## config.mk

```make
export PLATFORM = sky130hd
export DESIGN_NAME = scanline_irq_counter_unit
export DESIGN_NICKNAME = d
export VERILOG_FILES = /design/src/rtl/slirq_pkg.sv /design/src/rtl/slirq_core.sv /design/src/rtl/slirq_out_buf.sv /design/src/rtl/scanline_irq_counter_unit.sv
export SDC_FILE = /design/constraint.sdc
export NUM_CORES = 1
export LEC_CHECK = 0
export BUFFER_PORTS_ARGS = -buffer_cell sky130_fd_sc_hd__buf_2
export CAP_MARGIN = 20
export CELL_PAD_IN_SITES_DETAIL_PLACEMENT = 1
export CELL_PAD_IN_SITES_GLOBAL_PLACEMENT = 1
export CORE_MARGIN = 3
export CORE_UTILIZATION = 50
export DETAILED_ROUTE_END_ITERATION = 7
export PLACE_DENSITY = 0.82
export REMOVE_ABC_BUFFERS = 1
export SYNTH_ARGS = -nofsm -noshare
export SYNTH_HDL_FRONTEND = slang
export SYNTH_HIERARCHICAL = 1
export SYNTH_SLANG_ARGS = --single-unit
```

## constraint.sdc

```tcl
create_clock -name clk_i -period 7.4 [get_ports clk_i]
set_input_delay 0.74 -clock clk_i [delete_from_list [all_inputs] [get_ports clk_i]]
set_output_delay 0.74 -clock clk_i [all_outputs]
set_load 0.03 [all_outputs]
```

## src/rtl/slirq_pkg.sv

```systemverilog
// Shared types, codes and bus addresses for the scanline IRQ counter.
// No dependencies; every other file in rtl/ refers to this package.
package slirq_pkg;

  // Kind of access carried by one input beat
  typedef enum logic [1:0] {
    ACT_TICK  = 2'd0,
    ACT_READ  = 2'd1,
    ACT_WRITE = 2'd2,
    ACT_VIDEO = 2'd3
  } action_e;

  // Configuration register indexes
  typedef enum logic {
    CFG_IDLE_TIMEOUT   = 1'b0,
    CFG_FRAME_END_LINE = 1'b1
  } cfg_index_e;

  localparam int unsigned CfgWidth = 8;

  localparam logic [7:0] IdleTimeoutReset  = 8'd100;
  localparam logic [7:0] FrameEndLineReset = 8'd241;
  localparam logic [7:0] FactorReset       = 8'hFF;
  localparam logic [7:0] IdleMax           = 8'hFF;

  // CPU register map
  localparam logic [15:0] AddrLineTarget = 16'h5203;
  localparam logic [15:0] AddrStatus     = 16'h5204;
  localparam logic [15:0] AddrProdLo     = 16'h5205;
  localparam logic [15:0] AddrProdHi     = 16'h5206;
  localparam logic [15:0] AddrVectorLo   = 16'hFFFA;
  localparam logic [15:0] AddrVectorHi   = 16'hFFFB;

  // Name-table window 0x2000..0x2FFF, matched on the top nibble
  localparam logic [3:0] NameTableNibble = 4'h2;

  localparam logic [1:0] RepeatFull = 2'd3;

  typedef struct packed {
    action_e     action;
    logic [15:0] address;
    logic [7:0]  write_data;
  } in_beat_t;

  typedef struct packed {
    logic [7:0] read_data;
    logic       irq_out;
    logic       frame_active;
  } out_beat_t;

  // Core flags exported for checking
  typedef struct packed {
    logic irq_pending;
    logic irq_level;
    logic in_frame;
  } core_stat_t;

  // Result buffer occupancy
  typedef struct packed {
    logic head_valid;
    logic skid_valid;
  } buf_stat_t;

endpackage

```

## src/rtl/slirq_core.sv

```systemverilog
// Scanline detector state, CPU register file and 8x8 multiplier.
// Applies one accepted beat per cycle; depends on slirq_pkg.
module slirq_core (
  input  logic                           clk_i,
  input  logic                           rst_ni,
  input  logic                           cfg_we_i,
  input  slirq_pkg::cfg_index_e          cfg_index_i,
  input  logic [slirq_pkg::CfgWidth-1:0] cfg_wdata_i,
  input  logic                           step_i,
  input  slirq_pkg::in_beat_t            beat_i,
  output slirq_pkg::out_beat_t           result_o,
  output slirq_pkg::core_stat_t          stat_o
);

  logic [7:0]  idle_timeout_q, frame_end_line_q;
  logic        seen_q, seen_d;
  logic [7:0]  idle_q, idle_d;
  logic [15:0] last_addr_q, last_addr_d;
  logic [1:0]  repeat_q, repeat_d;
  logic        in_frame_q, in_frame_d;
  logic [7:0]  line_q, line_d;
  logic [7:0]  target_q, target_d;
  logic        enable_q, enable_d;
  logic        pending_q, pending_d;
  logic        level_q, level_d;
  logic [7:0]  factor_a_q, factor_a_d;
  logic [7:0]  factor_b_q, factor_b_d;

  logic [15:0] product;
  logic [7:0]  idle_inc;
  logic [7:0]  line_inc;
  logic [1:0]  repeat_inc;
  logic [7:0]  rd;

  // Configuration registers
  always_ff @(posedge clk_i or negedge rst_ni) begin
    if (!rst_ni) begin
      idle_timeout_q   <= slirq_pkg::IdleTimeoutReset;
      frame_end_line_q <= slirq_pkg::FrameEndLineReset;
    end else if (cfg_we_i) begin
      unique case (cfg_index_i)
        slirq_pkg::CFG_IDLE_TIMEOUT:   idle_timeout_q   <= cfg_wdata_i;
        slirq_pkg::CFG_FRAME_END_LINE: frame_end_line_q <= cfg_wdata_i;
        default: ;
      endcase
    end
  end

  assign product    = 16'(factor_a_q) * 16'(factor_b_q);
  assign idle_inc   = (idle_q != slirq_pkg::IdleMax) ? idle_q + 8'd1 : idle_q;
  assign line_inc   = line_q + 8'd1;
  assign repeat_inc = repeat_q + 2'd1;

  // Next state for the beat being accepted
  always_comb begin
    seen_d      = seen_q;
    idle_d      = idle_q;
    last_addr_d = last_addr_q;
    repeat_d    = repeat_q;
    in_frame_d  = in_frame_q;
    line_d      = line_q;
    target_d    = target_q;
    enable_d    = enable_q;
    pending_d   = pending_q;
    level_d     = level_q;
    factor_a_d  = factor_a_q;
    factor_b_d  = factor_b_q;
    rd          = 8'd0;

    unique case (beat_i.action)
      slirq_pkg::ACT_TICK: begin
        if (seen_q) begin
          idle_d = 8'd0;
        end else begin
          idle_d = idle_inc;
          if (idle_inc == idle_timeout_q) in_frame_d = 1'b0;
        end
        seen_d = 1'b0;
      end

      slirq_pkg::ACT_READ: begin
        unique case (beat_i.address)
          slirq_pkg::AddrStatus: begin
            rd        = {pending_q, in_frame_q, 6'd0};
            pending_d = 1'b0;
            level_d   = 1'b0;
          end
          slirq_pkg::AddrProdLo: rd = product[7:0];
          slirq_pkg::AddrProdHi: rd = product[15:8];
          slirq_pkg::AddrVectorLo, slirq_pkg::AddrVectorHi: begin
            in_frame_d = 1'b0;
            line_d     = 8'd0;
            pending_d  = 1'b0;
            level_d    = 1'b0;
          end
          default: ;
        endcase
      end

      slirq_pkg::ACT_WRITE: begin
        unique case (beat_i.address)
          slirq_pkg::AddrLineTarget: target_d = beat_i.write_data;
          slirq_pkg::AddrStatus: begin
            enable_d = beat_i.write_data[7];
            if (beat_i.write_data[7] && pending_q) level_d = 1'b1;
          end
          slirq_pkg::AddrProdLo: factor_a_d = beat_i.write_data;
          slirq_pkg::AddrProdHi: factor_b_d = beat_i.write_data;
          default: ;
        endcase
      end

      slirq_pkg::ACT_VIDEO: begin
        seen_d = 1'b1;
        if (repeat_q == 2'd0 && beat_i.address[15:12] == slirq_pkg::NameTableNibble) begin
          last_addr_d = beat_i.address;
          repeat_d    = 2'd1;
        end else if (beat_i.address != last_addr_q) begin
          repeat_d = 2'd0;
        end else if (repeat_q != slirq_pkg::RepeatFull) begin
          repeat_d = repeat_inc;
          // Third matching fetch: start a frame, advance a line, or end the frame at the end line
          if (repeat_inc == slirq_pkg::RepeatFull) begin
            if (!in_frame_q) begin
              in_frame_d = 1'b1;
              line_d     = 8'd0;
              level_d    = 1'b0;
            end else if (line_inc == frame_end_line_q) begin
              in_frame_d = 1'b0;
              line_d     = 8'd0;
              pending_d  = 1'b0;
              level_d    = 1'b0;
            end else begin
              line_d = line_inc;
              if (line_inc == target_q) begin
                pending_d = 1'b1;
                if (enable_q) level_d = 1'b1;
              end
            end
          end
        end
      end

      default: ;
    endcase
  end

  // Commit state on an accepted beat
  always_ff @(posedge clk_i or negedge rst_ni) begin
    if (!rst_ni) begin
      seen_q      <= 1'b0;
      idle_q      <= 8'd0;
      last_addr_q <= 16'd0;
      repeat_q    <= 2'd0;
      in_frame_q  <= 1'b0;
      line_q      <= 8'd0;
      target_q    <= 8'd0;
      enable_q    <= 1'b0;
      pending_q   <= 1'b0;
      level_q     <= 1'b0;
      factor_a_q  <= slirq_pkg::FactorReset;
      factor_b_q  <= slirq_pkg::FactorReset;
    end else if (step_i) begin
      seen_q      <= seen_d;
      idle_q      <= idle_d;
      last_addr_q <= last_addr_d;
      repeat_q    <= repeat_d;
      in_frame_q  <= in_frame_d;
      line_q      <= line_d;
      target_q    <= target_d;
      enable_q    <= enable_d;
      pending_q   <= pending_d;
      level_q     <= level_d;
      factor_a_q  <= factor_a_d;
      factor_b_q  <= factor_b_d;
    end
  end

  assign result_o.read_data    = rd;
  assign result_o.irq_out      = level_d;
  assign result_o.frame_active = in_frame_d;

  assign stat_o.irq_pending = pending_q;
  assign stat_o.irq_level   = level_q;
  assign stat_o.in_frame    = in_frame_q;

endmodule

```

## src/rtl/slirq_out_buf.sv

```systemverilog
// Two-entry result buffer: output register plus skid register.
// Lets input acceptance ride out an output stall until the skid register is full; depends on slirq_pkg.
module slirq_out_buf (
  input  logic                  clk_i,
  input  logic                  rst_ni,
  input  logic                  push_i,
  input  slirq_pkg::out_beat_t  beat_i,
  output logic                  out_valid_o,
  input  logic                  out_ready_i,
  output slirq_pkg::out_beat_t  out_beat_o,
  output slirq_pkg::buf_stat_t  stat_o
);

  logic                 head_v_q, head_v_d;
  logic                 skid_v_q, skid_v_d;
  slirq_pkg::out_beat_t head_q, head_d;
  slirq_pkg::out_beat_t skid_q, skid_d;
  logic                 pop;

  assign pop = head_v_q && out_ready_i;

  // On a pop, advance head from skid or load the new beat; else place a new beat in an empty head or behind it
  always_comb begin
    head_v_d = head_v_q;
    skid_v_d = skid_v_q;
    head_d   = head_q;
    skid_d   = skid_q;
    if (pop) begin
      if (skid_v_q) begin
        head_d   = skid_q;
        skid_v_d = 1'b0;
      end else begin
        head_v_d = push_i;
        head_d   = beat_i;
      end
    end else if (push_i) begin
      if (!head_v_q) begin
        head_v_d = 1'b1;
        head_d   = beat_i;
      end else begin
        skid_v_d = 1'b1;
        skid_d   = beat_i;
      end
    end
  end

  always_ff @(posedge clk_i or negedge rst_ni) begin
    if (!rst_ni) begin
      head_v_q <= 1'b0;
      skid_v_q <= 1'b0;
    end else begin
      head_v_q <= head_v_d;
      skid_v_q <= skid_v_d;
    end
  end

  // Payload registers, no reset
  always_ff @(posedge clk_i) begin
    head_q <= head_d;
    skid_q <= skid_d;
  end

  assign out_valid_o       = head_v_q;
  assign out_beat_o        = head_q;
  assign stat_o.head_valid = head_v_q;
  assign stat_o.skid_valid = skid_v_q;

endmodule

```

## src/rtl/scanline_irq_counter_unit.sv

```systemverilog
// Scanline IRQ counter top level: state update core plus result buffer.
// Results are registered in the result buffer and leave in order of acceptance.
// Throughput: one beat per cycle; input stalls only once both result slots are full.
// The state update and 8x8 multiply are combinational between the state registers
// and result register. Reset clears detector and IRQ state; factors reset to 0xFF.
module scanline_irq_counter_unit (
  input  logic                           clk_i,
  input  logic                           rst_ni,
  input  logic                           cfg_we_i,
  input  slirq_pkg::cfg_index_e          cfg_index_i,
  input  logic [slirq_pkg::CfgWidth-1:0] cfg_wdata_i,
  input  logic                           in_valid_i,
  output logic                           in_ready_o,
  input  slirq_pkg::in_beat_t            in_beat_i,
  output logic                           out_valid_o,
  input  logic                           out_ready_i,
  output slirq_pkg::out_beat_t           out_beat_o
);

  logic                  accept;
  slirq_pkg::out_beat_t  result;
  slirq_pkg::core_stat_t core_stat;
  slirq_pkg::buf_stat_t  buf_stat;

  // Take a beat whenever the skid slot is free
  assign in_ready_o = !buf_stat.skid_valid;
  assign accept     = in_valid_i && in_ready_o;

  slirq_core u_core (
    .clk_i       (clk_i),
    .rst_ni      (rst_ni),
    .cfg_we_i    (cfg_we_i),
    .cfg_index_i (cfg_index_i),
    .cfg_wdata_i (cfg_wdata_i),
    .step_i      (accept),
    .beat_i      (in_beat_i),
    .result_o    (result),
    .stat_o      (core_stat)
  );

  slirq_out_buf u_out_buf (
    .clk_i       (clk_i),
    .rst_ni      (rst_ni),
    .push_i      (accept),
    .beat_i      (result),
    .out_valid_o (out_valid_o),
    .out_ready_i (out_ready_i),
    .out_beat_o  (out_beat_o),
    .stat_o      (buf_stat)
  );

  // The line is never raised without a pending flag behind it
  assert property (@(posedge clk_i) disable iff (!rst_ni)
    core_stat.irq_level |-> core_stat.irq_pending)
    else $error("irq level high without pending flag");

  // The skid slot fills only behind a full head slot
  assert property (@(posedge clk_i) disable iff (!rst_ni)
    buf_stat.skid_valid |-> buf_stat.head_valid)
    else $error("skid slot valid with empty head");

  // An accepted beat always leaves a result waiting
  assert property (@(posedge clk_i) disable iff (!rst_ni)
    accept |=> out_valid_o)
    else $error("accepted beat produced no result");

endmodule

```

After elaboration in Yosys (flattened, before gate mapping)
Cells that the tools add are included.
- register bits after elaboration: 101
- bits in latches: 0
- memory bits (writable): 0
- ROM bits: 0
- input port bits: 40
- output and inout port bits: 12
- word-level logic and storage cells: 142
- memories: 0
- add/sub/neg operators: 3
- multipliers: 1
- divide/modulo/power cells: 0
- order comparisons: 0
- eq/ne operators: 27
- shifts and indexed selects: 0
- multiplexer cells: 57
- bitwise gates (word level): 2
- reductions and logical operators: 30
- operators with widths (cell ; count):
    $mux 8 ; 10
    $eq 16x15->1 const B ; 4
    $mux 10 ; 4
    $mux 1 ; 34
    $eq 16x16->1 const B ; 2
    $eq 8x8->1 ; 3
    $pmux 8 s3 ; 1
    $reduce_and 3->1 ; 7
    $add 8x1->8 const B ; 2
    $mul 8x8->16 ; 1
    $ne 16x16->1 ; 1
    $pmux 8 s2 ; 1
    $ne 2x2->1 const B ; 7
    $reduce_and 2->1 ; 7
    $reduce_and 9->1 ; 1
    $ne 8x8->1 const B ; 1
    $reduce_bool 2->1 ; 4
    $reduce_and 7->1 ; 1
    $eq 2x2->1 const B ; 3
    $mux 2 ; 3
    $ne 2x1->1 const B ; 3
    $pmux 1 s3 ; 2
    $eq 4x2->1 const B ; 1
    $logic_and 1x1->1 ; 4
    10 further kinds ; 13

Logic depth before layout (Yosys ltp)
Gate-level depths: netlist of the first run.
- word-level depth: 13
- depth in mapped cells: 18

Hierarchy
The synthesis of the first run kept the hierarchy.
- by module, submodules not included (module ; times used ; cells each ; area each (µm²) ; seq. area each (µm²)):
    slirq_core ; 1 ; 730 ; 6924.1 ; 2006.9
    slirq_out_buf ; 1 ; 42 ; 839.6 ; 650.6
    scanline_irq_counter_unit ; 1 ; 2 ; 10.0 ; 0.0

Worst setup path before layout of the first run
Ideal clock, no wire load.
- path kind: reg-to-reg
- from: register u_core.factor_b_q[7]
- to: register u_out_buf.head_q, in the netlist u_out_buf/out_beat_o[7], data pin
- setup time: 0.260 ns
- arrival time: 4.494 ns
- data required time: 7.140 ns
- path slack: 2.646 ns
- cell stages (with the launch flop): 18
- clock period less this slack: 4.754 ns
- cells stage by stage: dfstp_2 -> nand2_1 -> fa_1 -> fa_1 -> inv_1 -> fa_1 -> inv_1 -> fa_1 -> inv_1 -> ha_1 -> and2_1 -> a22o_1 -> o211ai_1 -> nand3b_1 -> xor2_1 -> a22oi_1 -> nor2_1 -> mux2_2
- RTL lines (item ; RTL line ; text):
    start, declared ; slirq_core.sv:27 ; logic [7:0] factor_b_q, factor_b_d;
    start signal, assigned ; slirq_core.sv:162 ; factor_b_q <= slirq_pkg::FactorReset;
    start signal, assigned ; slirq_core.sv:175 ; factor_b_q <= factor_b_d;
    end signal, assigned ; slirq_out_buf.sv:59 ; head_q <= head_d;
    end, declared ; slirq_out_buf.sv:16 ; slirq_pkg::out_beat_t head_q, head_d;

==> results of run 1 <==
[metrics by stage]
stage	power, uW	area, um^2	worst slack, ns	utilization, %
floorplan	942	7580	2.65	-
global placement	1040	8080	2.43	54.4
detailed placement	1060	8080	2.26	54.4
CTS	1570	8400	2.26	56.5
global route	1640	8430	2.04	56.7
finish	1560	8430	2.27	56.7
[cell type report]
cell class	instances	area (um^2)	share of cell area, %
clock buffers	9	225	2.67
clock inverters	7	91.3	1.08
inverters	67	251	2.98
multi-input cells	572	4680	55.5
flip-flops and latches	101	2660	31.5
well taps	184	230	2.73
repair buffers	54	300	3.56
[sequential cells by signal, indices dropped and copies added, names as in the netlist, 2 cells and up]
name                     flops
u_core/frame_end_line_q      8
u_core/target_q              8
u_out_buf/out_beat_o        10
u_core/line_q                8
u_out_buf/skid_q            10
u_core/last_addr_q          16
u_core/factor_a_q            8
u_core/factor_b_q            8
u_core/idle_timeout_q        8
u_core/repeat_q              2
u_core/idle_q                8
[placed cells by master, fill, tap and decap left out, types with 5 or more instances in the layout]
master and n:
a32oi_1 5, nand2b_1 14, nor2b_1 9, a21oi_1 22
fa_1 36, buf_2 50, nand4_1 15, ha_1 45
nor4_1 6, and3_1 7, clkbuf_16 9, xor2_1 14
o21ai_0 16, edfxtp_1 20, nor3_1 12, xnor2_1 36
dfstp_2 24, nand2_1 51, nor2_1 49, and2_1 56
a31oi_1 9, a22oi_1 9, dfrtp_1 57, inv_1 67
nand3_1 16, mux2_2 62
[final timing paths]
path / startpoint / to / depth (start not counted)
min reg2reg: u_core/last_addr_q[12] / u_core/last_addr_q[12] / 1
min: rst_ni / u_core/idle_q[4] / 1
max reg2reg: u_core/factor_a_q[0] / u_out_buf/out_beat_o[7] / 17
max: u_core/factor_a_q[0] / u_out_buf/out_beat_o[7] / 17
max in group asynchronous: rst_ni / u_core/factor_a_q[3] / 2
min in group clk_i: u_core/last_addr_q[12] / u_core/last_addr_q[12] / 1
[power breakdown]
group          leakage [uW]  internal (uW)  total (uW)  switching, uW
combinational       0.00248            134         330            196
sequential          0.00121            646         722           75.9
clock              0.000157            271         505            234
total               0.00385           1050        1560            506
[layer usage]
metal  vias to the layer above  wire (um)  track usage, %
met5                         -          0               0
met4                         0        286            5.63
met3                        20        571            3.86
met2                        99      10200            44.7
met1                      2980       8490            30.0
li1                       2763          -               -
==> reports/results.tsv, run 1 <==
stage	metric	value	unit
status	status	finished, final reports clean	
routing	first-pass detailed-route iteration total	4	
cts	hold_buf cts	0	
routing	Routed Antenna Nets	0	
sta	slew margin rel.	36.3	%
cells_and_area	ANT cells	0	
place	number of port buffers	51	
cts	CTS HTree Levels	3	
worst_setup_path	Startpoint Class	flop	
cts	postcts setup bufs	0	
worst_setup_path	crit path capture type	flop	
sta	Fin Hold WS	0.273	ns
sta	setup_tns	0	ns
worst_setup_path	crit path cell chain	nand2_1 -> fa_1 -> fa_1 -> inv_1 -> fa_1 -> inv_1 -> fa_1 -> inv_1 -> ha_1 -> and2_1 -> a22o_1 -> o211ai_1 -> nand3b_1 -> xor2_1 -> a22oi_1 -> nor2_1 -> mux2_2	
worst_setup_path	WS Path Type	reg2reg	
power	leakage power	0.00385	uW
grt	GR Util All Layers	24.3	%
worst_setup_path	Crit Path Max Fanout	9	
routing	DRC errors left	0	
sta	Final setup viols	0	
sta	Max Fclk	195	MHz
cts	Clock Latency Late Sink	0.36	ns
yosys	syn_area_per_cell	10.1	um^2
die	Die X	130	um
cells_and_area	Non-Filler Instances	994	
grt	initial antenna violation count	0	
place	DP HPWL	15.1	mm
cts	clock sinks	101	
worst_setup_path	slowest stage delay, CP	0.61	ns
grt	largest net degree at the start of global routing	82	
worst_setup_path	CP most frequent cell	fa_1	
worst_setup_path	critical path's slowest cell	dfstp_2	
grt	vias in the first global route	6477	
cts	CTS tree	built	
sta	RSZ-0062 raised after global routing	no	
place	DP Cell Count	976	
routing	iteration-0 DRC count of the detailed router	261	
worst_setup_path	CP delay by family, top	adder cells	
power	Max VDD drop	177	uV
sta	fin crit period	5.13	ns
worst_setup_path	Buffers & Inverters on Critical Path	3	
cells_and_area	share of cells above drive strength 1	20.7	%
cts	Worst-path clk slew	0.08	ns
sta	final worst-path cycle share	69.3	%
yosys	Cell Area, Synth	0.00774	mm^2
worst_setup_path	Reg2Reg Setup Slack	2.27	ns
worst_setup_path	WP data required	7.51	ns
cts	CTS buffer count	9	
worst_setup_path	critical path arrival	5.24	ns
die	die area	0.0170	mm^2
routing	WL/cell	19.7	um
cts	CTS Buffer Depth	2	
routing	vias	5862	
cts	CTS root buf	clkbuf_16	
sta	skew final	0.0152	ns
hold_path	Tightest Hold Check Type	in2async	
cts	post-CTS sizing	0	
flow_run	Max-Cap Viols	0	
cells_and_area	Filler cells	1647	
cells_and_area	Layout Nets	926	
grt	first-pass GRT wire length	32.6	mm
yosys	YS warnings	6	
sta	Worst Tran Pin Value	0.951	ns
die	# IOs	52	
yosys	cells after synthesis	770	
cells_and_area	Layout area overhead	8.89	%
sta	Final Max Slew Viols	0	
sta	Hold Fails Final Rpt	0	
power	Power Density	185	mW/mm^2
routing	final wirelength	19.6	mm
routing	average vias per placed instance	5.90	
die	standard-cell rows	44	
die	starting density of the core	52.1	%
place	GP Congestion	0.889	
die	Die H	130	um
grt	grt ovf	0	
die	core area	0.0149	mm^2
Note: power is estimated with default switching activity, not from simulation.
==> run 2, diff against run 1 <==
ABC_AREA = 1   (was default)
CORE_UTILIZATION = 41   (was 50)
PLACE_DENSITY = 0.76   (was 0.82)
clock period = 4.1 ns   (was 7.4 ns; I/O delays follow)
==> run 2 against run 1 <==
Effect of this change: via count rose by 16%; the flow now finishes with violations (setup timing); largest cell class unchanged; power increased by 85%; critical path depth increased by 2; count of clock-buffer cells in the layout up 1; sequential share of layout area is 2.6 points lower; die area up 22%; non-clock buffer count increased by 51; synthesized cell count grew 35%; first-iteration DRC count increased by 12%; worst setup slack worse by 2.7 ns; global-route usage is 3.0 points lower; sequential power rose by 86%.
==> reports/results.tsv, run 2 <==
stage	metric	value	unit	change
status	status	finished, violations left		
status	failing checks	setup timing		
routing	first-pass detailed-route iteration total	4		unchanged
grt	grt ovf	0		unchanged
die	die area	0.0207	mm^2	+22%
worst_setup_path	WP data required	4.20	ns	-3.31 ns
routing	vias	6822		+16%
yosys	cells after synthesis	1037		+35%
cts	CTS root buf	clkbuf_16		
routing	DRC errors left	0		unchanged
cells_and_area	Non-Filler Instances	1355		+36%
sta	PnR worst setup slack	-0.378	ns	-2.65 ns
worst_setup_path	critical path arrival	4.58	ns	-0.66 ns
cells_and_area	number of flip-flops in the largest register	16		unchanged
place	GP Congestion	0.845		-4.9%
grt	largest net degree at the start of global routing	53		-35%
yosys	Cell Area, Synth	0.00780	mm^2	+0.68%
power	Max VDD drop	225	uV	+27%
worst_setup_path	Crit Path Max Fanout	4		-5
grt	vias in the first global route	7348		+13%
grt	GR Util All Layers	21.3	%	-3.0 points
power	Power Density	314	mW/mm^2	+70%
sta	RSZ-0062 raised after global routing	yes		
cts	Clock Latency Late Sink	0.35	ns	about the same
worst_setup_path	CP most frequent cell	fa_1		
cts	CTS tree	built		
die	Die H	144	um	+10%
sta	Final Max Slew Viols	0		unchanged
sta	Final setup viols	16		+16
cells_and_area	Seq. cell area	0.00266	mm^2	unchanged
place	Post-Place Setup Slack	-0.541	ns	-2.80 ns
worst_setup_path	crit path cell chain	buf_4 -> nand2_1 -> inv_1 -> fa_1 -> fa_1 -> fa_1 -> inv_1 -> fa_1 -> inv_2 -> ha_4 -> a21oi_4 -> o21ai_4 -> a21oi_2 -> o21bai_1 -> buf_4 -> o21ai_0 -> a21oi_1 -> nand2_1 -> nand2_1		
place	DP Cell Count	1326		+36%
grt	initial antenna violation count	1		+1
sta	Max Fclk	223	MHz	+14%
cells_and_area	share of cells above drive strength 1	22.3	%	+1.6 points
cells_and_area	ANT cells	0		unchanged
hold_path	Tightest Hold Check Type	in2async		
power	leakage power	0.00495	uW	+29%
worst_setup_path	critical path's slowest cell	dfstp_2		
routing	iteration-0 DRC count of the detailed router	292		+12%
die	core area	0.0183	mm^2	+23%
cells_and_area	commonest cells after routing, fill and taps aside	317 x nand2_1, 195 x inv_1, 57 x dfrtp_1		
yosys	syn_area_per_cell	7.52	um^2	-25%
sta	slew margin rel.	36.6	%	+0.26 points
worst_setup_path	Startpoint Class	flop		
die	Die X	144	um	+10%
cts	Worst-path clk slew	0.08	ns	about the same
die	standard-cell rows	49		+11%
sta	fin crit period	4.48	ns	-0.649 ns
yosys	YS warnings	6		unchanged
cts	CTS buffer count	9		unchanged
grt	first-pass GRT wire length	35.2	mm	+7.9%
worst_setup_path	WS Path Type	reg2reg		
cts	clock sinks	101		unchanged
worst_setup_path	slowest stage delay, CP	0.58	ns	-0.03 ns
sta	Worst Tran Pin Value	0.948	ns	-0.00383 ns
routing	final wirelength	21.1	mm	+7.8%
cts	CTS Buffer Depth	2		unchanged
cells_and_area	Layout area overhead	18.0	%	
worst_setup_path	crit path capture type	flop		
sta	skew final	0.00781	ns	-0.00735 ns
sta	Hold Fails Final Rpt	0		unchanged
cells_and_area	Filler cells	2279		+38%
routing	Routed Antenna Nets	0		unchanged
routing	WL/cell	15.6	um	-21%
cells_and_area	Layout Nets	1242		+34%
cells_and_area	area occupied by multi-input gates	0.00449	mm^2	-4.1%
cells_and_area	commonest non-fill, non-tap cell in the layout	nand2_1		
flow_run	Max-Cap Viols	0		unchanged
die	starting density of the core	42.5	%	-9.6 points
place	number of port buffers	51		unchanged
cts	CTS HTree Levels	3		unchanged
routing	average vias per placed instance	5.03		-15%
cells_and_area	Biggest register	u_core/last_addr_q		
die	# IOs	52		unchanged
place	DP HPWL	15.3	mm	+1.1%
sta	final worst-path cycle share	109	%	+40 points
-- run 2: cell type report --
cell class,count,area share (%)
clock buffer,10,2.72
clock inverter,6,0.598
sequential,101,28.9
multi-input combinational,696,48.7
timing repair buffer,105,7.45
tap,229,3.11
inverter,208,8.49
-- run 2: report_power, final --
| group | total (uW) | switching [uW] | internal (uW) | leakage [uW] |
|---|---|---|---|---|
| sequential | 1340 | 135 | 1200 | 0.00115 |
| clock | 873 | 415 | 458 | 0.000144 |
| combinational | 678 | 455 | 223 | 0.00366 |
| total | 2890 | 1000 | 1880 | 0.00495 |
-- run 2: per-stage QoR --
stage	util [%]	power, uW	hold slack, ns	cell area, um^2	setup TNS, ns
final	50.2	2890	0.102	9200	-4.27
after global routing	50.2	3090	0.142	9200	-6.73
after CTS	50.0	2930	0.128	9160	-2.07
after detailed placement	46.3	2040	0.474	8490	-5.83
after global placement	46.3	2020	0.467	8490	-4.10
after floorplan	-	1800	0.114	7630	-2.12
-- run 2: worst paths after layout --
check | startpoint | slack (ns) | cells after the start | end
worst min-delay path | rst_ni | 0.10 | 1 | u_out_buf/out_valid_o
worst max register to register | u_core/factor_b_q[5] | -0.38 | 19 | u_out_buf/out_beat_o[7]
worst max-delay path | u_core/factor_b_q[5] | -0.38 | 19 | u_out_buf/out_beat_o[7]
max in group asynchronous | rst_ni | 3.07 | 2 | u_core/factor_b_q[0]
min in group clk_i | cfg_wdata_i[5] | 0.29 | 3 | u_core/idle_timeout_q[5]
worst min register to register | u_core/last_addr_q[13] | 0.49 | 2 | u_core/last_addr_q[13]
-- run 2: timing repair --
action	CTS	global route
pin swaps	53	11
hold buffers	0	0
setup buffers	10	3
endpoints found under the setup margin	16	16
resized for setup	70	8
-- run 2: routing by layer --
metal / vias up / GRT usage [%] / share of wire (%)
met5: - / 0 / 0.043
met4: 2 / 6.19 / 2.2
met3: 34 / 3.66 / 2.1
met2: 74 / 39.1 / 53
met1: 3337 / 25.4 / 43
li1: 3375 / - / -
-- run 2: critical path: cells and delay by family, from the launching register on --
kind | cells | cell delay (ns)
compound gates | 6 | 0.81
simple gates | 3 | 0.20
fa+ha+maj | 5 | 2.17
flops | 1 | 0.58
buf+inv | 5 | 0.45
